[src/design/fc_pkg.sv]
// fc_pkg: shared types and constants for the fir_convolution block
// transaction payload structs, command codes, controller states, mac control
// no dependencies
`timescale 1ns / 1ps

package fc_pkg;

  // fixed field widths
  localparam int SAMPLE_BITS = 16;
  localparam int OUT_BITS    = 38;
  localparam int CFG_BITS    = 7;
  localparam int INDEX_BITS  = 6;

  // product and sign-extension widths of the mac
  localparam int PROD_BITS = 2 * SAMPLE_BITS;
  localparam int EXT_BITS  = (OUT_BITS > PROD_BITS) ? OUT_BITS : PROD_BITS;

  // command codes
  localparam logic CMD_LOAD   = 1'b0;
  localparam logic CMD_SAMPLE = 1'b1;

  typedef struct packed {
    logic                          command;
    logic [INDEX_BITS-1:0]         tap_index;
    logic signed [SAMPLE_BITS-1:0] coef_value;
    logic signed [SAMPLE_BITS-1:0] sample;
    logic                          last_sample;
  } fc_in_t;

  typedef struct packed {
    logic signed [OUT_BITS-1:0] filtered;
    logic                       last_result;
  } fc_out_t;

  typedef enum logic [2:0] {
    S_IDLE,
    S_MAC,
    S_WAIT,
    S_EMIT,
    S_SHIFT
  } fc_state_e;

  // control from the sequencer to the mac datapath
  typedef struct packed {
    logic clear;
    logic issue;
    logic last;
  } mac_ctrl_t;

endpackage

[src/design/fc_ram.sv]
// fc_ram: generic single-write, single-read synchronous ram
// read data is registered; no dependencies
`timescale 1ns / 1ps

module fc_ram #(
  parameter int WIDTH = 16,
  parameter int DEPTH = 64
) (
  input  logic                     clk_i,
  input  logic                     we_i,
  input  logic [$clog2(DEPTH)-1:0] waddr_i,
  input  logic [WIDTH-1:0]         wdata_i,
  input  logic [$clog2(DEPTH)-1:0] raddr_i,
  output logic [WIDTH-1:0]         rdata_o
);

  logic [WIDTH-1:0] mem_q [DEPTH];
  logic [WIDTH-1:0] rdata_q;

  // write port and registered read port
  always_ff @(posedge clk_i) begin
    if (we_i) begin
      mem_q[waddr_i] <= wdata_i;
    end
    rdata_q <= mem_q[raddr_i];
  end

  assign rdata_o = rdata_q;

endmodule

[src/design/fc_mac.sv]
// fc_mac: shared multiply-accumulate datapath of the fir_convolution block
// aligns control with the ram read latency, registers the product, accumulates
// depends on fc_pkg
`timescale 1ns / 1ps

module fc_mac (
  input  logic                                  clk_i,
  input  logic                                  rst_ni,
  input  fc_pkg::mac_ctrl_t                     ctrl_i,
  input  logic signed [fc_pkg::SAMPLE_BITS-1:0] coef_i,
  input  logic signed [fc_pkg::SAMPLE_BITS-1:0] sample_i,
  output logic signed [fc_pkg::OUT_BITS-1:0]    acc_o,
  output logic                                  done_o
);

  import fc_pkg::*;

  logic                        rd_v_q, rd_last_q;
  logic                        prod_v_q, prod_last_q;
  logic                        done_q;
  logic signed [PROD_BITS-1:0] prod_d, prod_q;
  logic signed [EXT_BITS-1:0]  prod_ext;
  logic signed [OUT_BITS-1:0]  acc_d, acc_q;

  // product of the ram outputs, then sign-extend and wrap to output width
  assign prod_d   = PROD_BITS'(coef_i) * PROD_BITS'(sample_i);
  assign prod_ext = EXT_BITS'(prod_q);

  always_comb begin
    acc_d = acc_q;
    if (ctrl_i.clear) begin
      acc_d = '0;
    end else if (prod_v_q) begin
      acc_d = acc_q + prod_ext[OUT_BITS-1:0];
    end
  end

  // pipeline control flags
  always_ff @(posedge clk_i or negedge rst_ni) begin
    if (!rst_ni) begin
      rd_v_q      <= 1'b0;
      rd_last_q   <= 1'b0;
      prod_v_q    <= 1'b0;
      prod_last_q <= 1'b0;
      done_q      <= 1'b0;
    end else begin
      rd_v_q      <= ctrl_i.issue;
      rd_last_q   <= ctrl_i.issue & ctrl_i.last;
      prod_v_q    <= rd_v_q;
      prod_last_q <= rd_last_q;
      done_q      <= prod_v_q & prod_last_q;
    end
  end

  // datapath registers
  always_ff @(posedge clk_i) begin
    prod_q <= prod_d;
    acc_q  <= acc_d;
  end

  assign acc_o  = acc_q;
  assign done_o = done_q;

endmodule

[src/design/fir_convolution.sv]
// fir_convolution: top level, sequencer, delay-line pointer and valid bits
// depends on fc_pkg, fc_ram, fc_mac
`timescale 1ns / 1ps

// Streaming direct-form FIR that produces the full linear convolution of a
// sample sequence with up to MAX_TAPS coefficients. Coefficients and the delay
// line each live in a synchronous ram with one read port; the delay line is a
// circular buffer with one valid bit per entry, so it reads as zero after
// reset and after each sequence without a clearing pass. One shared multiplier
// walks the M taps one per cycle (M = tap_count, zero reading as one, larger
// values saturating at MAX_TAPS). Each output writes its sample, issues the M
// tap reads, passes the ram read, product and accumulator registers, and then
// hands the result to the output register. A sample marked last is followed by
// M - 1 tail outputs. A coefficient load gives no result. The input stalls
// while an output is being computed; a finished result can wait in the output
// register while the next transaction is accepted.

module fir_convolution #(
  parameter int MAX_TAPS = 64
) (
  input  logic                         clk_i,
  input  logic                         rst_ni,
  input  logic                         cfg_we_i,
  input  logic [fc_pkg::CFG_BITS-1:0]  cfg_wdata_i,
  input  logic                         in_valid_i,
  output logic                         in_stall_o,
  input  fc_pkg::fc_in_t               in_data_i,
  output logic                         out_valid_o,
  input  logic                         out_stall_i,
  output fc_pkg::fc_out_t              out_data_o
);

  import fc_pkg::*;

  localparam int IDX_W = $clog2(MAX_TAPS);

  fc_state_e state_q, state_d;

  logic [CFG_BITS-1:0] tap_count_q;
  logic [CFG_BITS-1:0] taps;
  logic [IDX_W-1:0]    taps_m1;
  logic [IDX_W-1:0]    head_q, head_dec;
  logic [IDX_W-1:0]    j_q;
  logic [IDX_W:0]      addr_sum;
  logic [IDX_W-1:0]    dl_raddr;
  logic [MAX_TAPS-1:0] dl_valid_q;
  logic                dv_q;
  logic                seq_last_q;
  logic [CFG_BITS-1:0] tail_q;
  logic                out_valid_q;
  fc_out_t             out_data_q;

  logic                    accept, acc_sample, acc_load;
  logic                    start_shift, emit, final_out, out_free, j_last;
  logic                    coef_we;
  logic [SAMPLE_BITS-1:0]  dl_wdata;
  logic [SAMPLE_BITS-1:0]  coef_rdata, dl_rdata;
  logic signed [SAMPLE_BITS-1:0] dl_sample;
  logic signed [OUT_BITS-1:0]    acc;
  logic                    mac_done;
  mac_ctrl_t               mac_ctrl;

  // taps in use: zero reads as one, large values saturate
  always_comb begin
    if (tap_count_q == '0) begin
      taps = CFG_BITS'(1);
    end else if (tap_count_q > CFG_BITS'(MAX_TAPS)) begin
      taps = CFG_BITS'(MAX_TAPS);
    end else begin
      taps = tap_count_q;
    end
  end
  assign taps_m1 = IDX_W'(taps - CFG_BITS'(1));

  // circular buffer addressing
  assign head_dec = (head_q == '0) ? IDX_W'(MAX_TAPS - 1) : head_q - IDX_W'(1);
  assign addr_sum = {1'b0, head_q} + {1'b0, j_q};
  assign dl_raddr = (addr_sum >= (IDX_W + 1)'(MAX_TAPS)) ?
                    IDX_W'(addr_sum - (IDX_W + 1)'(MAX_TAPS)) : addr_sum[IDX_W-1:0];

  // handshake terms
  assign accept     = in_valid_i & ~in_stall_o;
  assign acc_sample = accept & (in_data_i.command == CMD_SAMPLE);
  assign acc_load   = accept & (in_data_i.command == CMD_LOAD);
  assign out_free   = ~out_valid_q | ~out_stall_i;
  assign j_last     = (j_q == taps_m1);
  assign final_out  = seq_last_q & (tail_q == '0);

  // next state
  always_comb begin
    state_d = state_q;
    case (state_q)
      S_IDLE: begin
        if (acc_sample) state_d = S_MAC;
      end
      S_MAC: begin
        if (j_last) state_d = S_WAIT;
      end
      S_WAIT: begin
        if (mac_done) state_d = S_EMIT;
      end
      S_EMIT: begin
        if (out_free) begin
          state_d = (seq_last_q && !final_out) ? S_SHIFT : S_IDLE;
        end
      end
      S_SHIFT: state_d = S_MAC;
      default: state_d = S_IDLE;
    endcase
  end

  // state outputs
  always_comb begin
    in_stall_o     = 1'b1;
    start_shift    = 1'b0;
    emit           = 1'b0;
    coef_we        = 1'b0;
    dl_wdata       = '0;
    mac_ctrl.clear = 1'b0;
    mac_ctrl.issue = 1'b0;
    mac_ctrl.last  = j_last;
    case (state_q)
      S_IDLE: begin
        in_stall_o  = 1'b0;
        start_shift = acc_sample;
        dl_wdata    = in_data_i.sample;
        coef_we     = acc_load &&
                      ({1'b0, in_data_i.tap_index} < (INDEX_BITS + 1)'(MAX_TAPS));
      end
      S_MAC: mac_ctrl.issue = 1'b1;
      S_WAIT: ;
      S_EMIT: emit = out_free;
      S_SHIFT: start_shift = 1'b1;
      default: ;
    endcase
    mac_ctrl.clear = start_shift;
  end

  // control registers
  always_ff @(posedge clk_i or negedge rst_ni) begin
    if (!rst_ni) begin
      state_q     <= S_IDLE;
      tap_count_q <= CFG_BITS'(1);
      head_q      <= '0;
      j_q         <= '0;
      dl_valid_q  <= '0;
      dv_q        <= 1'b0;
      seq_last_q  <= 1'b0;
      tail_q      <= '0;
      out_valid_q <= 1'b0;
    end else begin
      state_q <= state_d;
      dv_q    <= dl_valid_q[dl_raddr];
      if (cfg_we_i) begin
        tap_count_q <= cfg_wdata_i;
      end
      // new sample or zero shifted into the delay line
      if (start_shift) begin
        head_q               <= head_dec;
        dl_valid_q[head_dec] <= 1'b1;
        j_q                  <= '0;
      end else if (mac_ctrl.issue) begin
        j_q <= j_q + IDX_W'(1);
      end
      if (acc_sample) begin
        seq_last_q <= in_data_i.last_sample;
        tail_q     <= in_data_i.last_sample ? taps - CFG_BITS'(1) : '0;
      end
      // end of sequence clears the delay line, otherwise count the tail
      if (emit) begin
        if (final_out) begin
          dl_valid_q <= '0;
          seq_last_q <= 1'b0;
        end else if (seq_last_q) begin
          tail_q <= tail_q - CFG_BITS'(1);
        end
      end
      if (emit) begin
        out_valid_q <= 1'b1;
      end else if (!out_stall_i) begin
        out_valid_q <= 1'b0;
      end
    end
  end

  // output payload register
  always_ff @(posedge clk_i) begin
    if (emit) begin
      out_data_q.filtered    <= acc;
      out_data_q.last_result <= final_out;
    end
  end

  assign out_valid_o = out_valid_q;
  assign out_data_o  = out_data_q;

  // coefficient store
  fc_ram #(
    .WIDTH (SAMPLE_BITS),
    .DEPTH (MAX_TAPS)
  ) u_coef_ram (
    .clk_i   (clk_i),
    .we_i    (coef_we),
    .waddr_i (in_data_i.tap_index[IDX_W-1:0]),
    .wdata_i (in_data_i.coef_value),
    .raddr_i (j_q),
    .rdata_o (coef_rdata)
  );

  // delay line store
  fc_ram #(
    .WIDTH (SAMPLE_BITS),
    .DEPTH (MAX_TAPS)
  ) u_delay_ram (
    .clk_i   (clk_i),
    .we_i    (start_shift),
    .waddr_i (head_dec),
    .wdata_i (dl_wdata),
    .raddr_i (dl_raddr),
    .rdata_o (dl_rdata)
  );

  // entries not written since the last clear read as zero
  assign dl_sample = dv_q ? dl_rdata : '0;

  fc_mac u_mac (
    .clk_i    (clk_i),
    .rst_ni   (rst_ni),
    .ctrl_i   (mac_ctrl),
    .coef_i   (coef_rdata),
    .sample_i (dl_sample),
    .acc_o    (acc),
    .done_o   (mac_done)
  );

endmodule

[config.mk]
export PLATFORM = sky130hd
export DESIGN_NAME = fir_convolution
export DESIGN_NICKNAME = d
export VERILOG_FILES = /design/src/design/fc_pkg.sv /design/src/design/fc_ram.sv /design/src/design/fc_mac.sv /design/src/design/fir_convolution.sv
export SDC_FILE = /design/constraint.sdc
export NUM_CORES = 2
export LEC_CHECK = 0
export BUFFER_PORTS_ARGS = -buffer_cell sky130_fd_sc_hd__buf_4
export CORE_MARGIN = 3
export CORE_UTILIZATION = 60
export DETAILED_ROUTE_END_ITERATION = 7
export PLACE_DENSITY = 0.76
export SLEW_MARGIN = 20
export SYNTH_ARGS = -nofsm -noshare
export SYNTH_HDL_FRONTEND = slang
export SYNTH_HIERARCHICAL = 1
export SYNTH_SLANG_ARGS = --single-unit
export TNS_END_PERCENT = 5
[constraint.sdc]
create_clock -name clk_i -period 20.3 [get_ports clk_i]
set_input_delay 3.045 -clock clk_i [delete_from_list [all_inputs] [get_ports clk_i]]
set_output_delay 3.045 -clock clk_i [all_outputs]
set_load 0.005 [all_outputs]
==> metrics <==
outcome complete, no violations; clk sinks between 2,000 and 2,500; H-tree levels 4; share of power burned in registers 0.340; via count around 54,000; met1 usage 0.382; Max Cap Viol 0; Final ANT Viol Nets 0; fill count 10,600; crit share post-route 0.357; fin nets 6,447; Final GP Congestion 0.903; initial antenna violation count 10; placed cells 7,976; clock-pin slew on the worst setup and hold paths 0.07 ns; worst r2r dst u_mac/prod_q[30]; post-synthesis cell type count 96; Startpoint Class register; deepest clock path buffer count 3; worst-margin pin slew 1.14 ns; Root Buffer Master clkbuf_16; worst hold start u_mac/rd_last_q; Lkg Pwr 38.9 nW; crit path DAT 8.04 ns; TritonRoute pass-1 iters 8; detailed-route wire length 230 mm; WS Path Type reg2reg; post-synthesis sequential area ratio 0.668; critical path, cell by cell and2_1 > nand2_1 > inv_1 > fa_1 > fa_1 > fa_1 > fa_1 > fa_1 > inv_1 > fa_1 > inv_1 > ha_1 > a2111o_1 > o22a_1 > a211oi_1 > a211oi_1 > a2111o_1 > a21oi_1 > xnor2_1; synthesized area per cell 17.3 sq um; vias in the first global route between 50,000 and 60,000; CP Capture Type register; clock power share 0.230; GR Util met2 0.422; Sw Ratio 0.376; CTS tree built; Cells after Synth ~5,800; Die Width ~420 um; first-pass GRT wire length 346 mm; worst hold path type reg2reg; RR Startpoint dv_q; global route hottest layer met2; largest net degree at the start of global routing roughly 120; mapped cell area 101,000 sq um; core box area 166,000 sq um; RSZ-0062 raised after global routing false; internal power 0.0105 W; DRT iter0 DRCs approximately 6,000; #FFs+latches synth 2,290; DR DRC count 0; DIE HEIGHT 416 um; grt met3 use 0.0527; die area approximately 170,000 sq um; final hold vios 0; Slew Limit Headroom 0.236; Hold EP u_mac/prod_last_q; Worst path slowest cell fa_1; combinational fraction of design power 0.430; GRT Overall Usage 0.268; Switch Pwr 0.00635 W; non-filler cells in the finished layout ~8,400; worst path required time 21.08 ns; # setup viols final 0; Hold Path Stages 0; FF-to-FF setup slack 13.04 ns; CTS Hold Bufs 0; Initial Util 0.607; area delta synth->final 9.89%; WL/cell ~27 um; Post-synth EDFFs 2,087; Worst Reg-to-Reg Cells 19; dominant synthesized flop cell edfxtp_1; drt via density between 6 and 7; share of cells above drive strength 1 0.192; port bufs 92; power per cell area 153 nW/um^2; # rows 149; Setup Buffers After CTS 0; final setup TNS 0 ns; most frequent CP cell fa_1; Clk Latency, worst-skew pair between 0.8 and 0.9 ns; Synth async-reset ratio 0.0441; yosys warns 6; f_max 0.138 GHz; fin. max-slew vios 0; Ports 93; Num CTS Buffers 214; Remaining Overflow, GRT 0; Worst path max stage delay 0.83 ns; commonest cells after routing, fill and taps aside edfxtp_1, mux4_2, inv_1; final worst path period need about 7.3 ns; DP HPWL ~140 mm; skew final 0.0491 ns; CP Max Fanout 16; commonest non-fill, non-tap cell in the layout edfxtp_1; Syn Nets around 6,300; VDD IR max between 0.3 and 0.4 mV; post_cts resized 0
==> worst max-delay path, delay by kind of cell (launching register included) <==
kind | cells | cell delay (ns)
compound gates | 6 | 1.69
xor+xnor | 1 | 0.13
fa+ha+maj | 7 | 3.68
buf+inv | 3 | 0.26
flops | 1 | 0.60
simple gates | 2 | 0.79
==> cells by family after synthesis <==
family,count (synthesis),share of synthesized area
flip-flops,2290,0.668
AND/OR/NAND/NOR,1093,0.0539
multiplexers,729,0.131
buffers and inverters,641,0.0309
AO/OA/AOI/OAI,592,0.0406
adder cells (fa/ha/maj),392,0.0684
XOR/XNOR,77,0.00685
==> how the worst max path moves through the flow <==
| stage | slack [ns] | end | cells after the start | from |
|---|---|---|---|---|
| after global routing | 12.57 | u_mac/prod_q[30] | 20 | dv_q |
| after detailed placement | 13.07 | u_mac/prod_q[30] | 19 | dv_q |
| after CTS | 13.04 | u_mac/prod_q[30] | 19 | dv_q |
| after floorplan | 13.59 | u_mac/prod_q[30] | 21 | dv_q |
| after global placement | 13.18 | u_mac/prod_q[30] | 19 | dv_q |
| final | 13.04 | u_mac/prod_q[30] | 19 | dv_q |
==> final cells by class <==
type,count,area (sq um),share of cell area
inverters,352,1320,0.0119
diodes,3,7.51,0.0000679
well taps,2189,2740,0.0248
repair buffers,262,2020,0.0182
clock inverters,116,1050,0.00949
clock buffers,279,5750,0.0520
multi-input cells,2883,30500,0.275
flip-flops and latches,2290,67300,0.608
==> metrics by stage <==
step           worst slack [ns]   util  area [sq um]  hold slack [ns]  power, W
2_1_floorplan             13.59      -        101000            0.331    0.0110
3_3_place_gp              13.18  0.626        104000            0.335    0.0129
3_5_place_dp              13.07  0.626        104000            0.337    0.0130
4_1_cts                   13.04  0.667        111000            0.351    0.0169
5_1_grt                   12.57  0.667        111000            0.354    0.0176
6_report                  13.04  0.667        111000            0.350    0.0169
==> power by group through the flow <==
| stage | Combinational (W) | Clock (W) | Sequential, W |
|---|---|---|---|
| final | 0.00727 | 0.00388 | 0.00575 |
| after floorplan | 0.00532 | 0 | 0.00567 |
| after detailed placement | 0.00719 | 0 | 0.00585 |
| after CTS | 0.00727 | 0.00393 | 0.00575 |
| after global placement | 0.00709 | 0 | 0.00583 |
| after global routing | 0.00773 | 0.00412 | 0.00578 |
==> routing by layer <==
layer	up-vias	routed length, um
met3	466	21500
met5	-	28
li1	22700	-
met2	2720	110000
met4	4	8090
met1	27900	90100
==> flip-flops by register name, summed over array words and instances (netlist names) <==
register             cells
state_q                  3
dv_q                     1
u_coef_ram/rdata_o      16
tap_count_q              7
u_delay_ram/rdata_o     16
out_data_o              39
u_mac/acc_o             38
tail_q                   7
u_coef_ram/mem_q      1024
head_q                   6
dl_valid_q              64
u_delay_ram/mem_q     1024
u_mac/prod_v_q           1
u_mac/prod_q            32
u_mac/rd_v_q             1
seq_last_q               1
j_q                      6
u_mac/done_o             1
u_mac/prod_last_q        1
u_mac/rd_last_q          1
out_valid_o              1
==> Yosys cell counts, drive strengths merged (41+ instances only) <==
cell	n	share of area
a21oi	158	0.0079
a22oi	78	0.0058
and2	172	0.011
buf	171	0.013
clkbuf	118	0.0045
dfrtp	100	0.025
dfxtp	102	0.020
edfxtp	2087	0.62
fa	264	0.053
ha	128	0.016
inv	352	0.013
mux2	63	0.0070
mux2i	202	0.020
mux4	464	0.10
nand2	304	0.011
nand3	68	0.0034
nor2	308	0.012
nor2b	69	0.0043
nor3	41	0.0023
o21ai	66	0.0033
xnor2	49	0.0043
(Power assumes the default switching activity.)
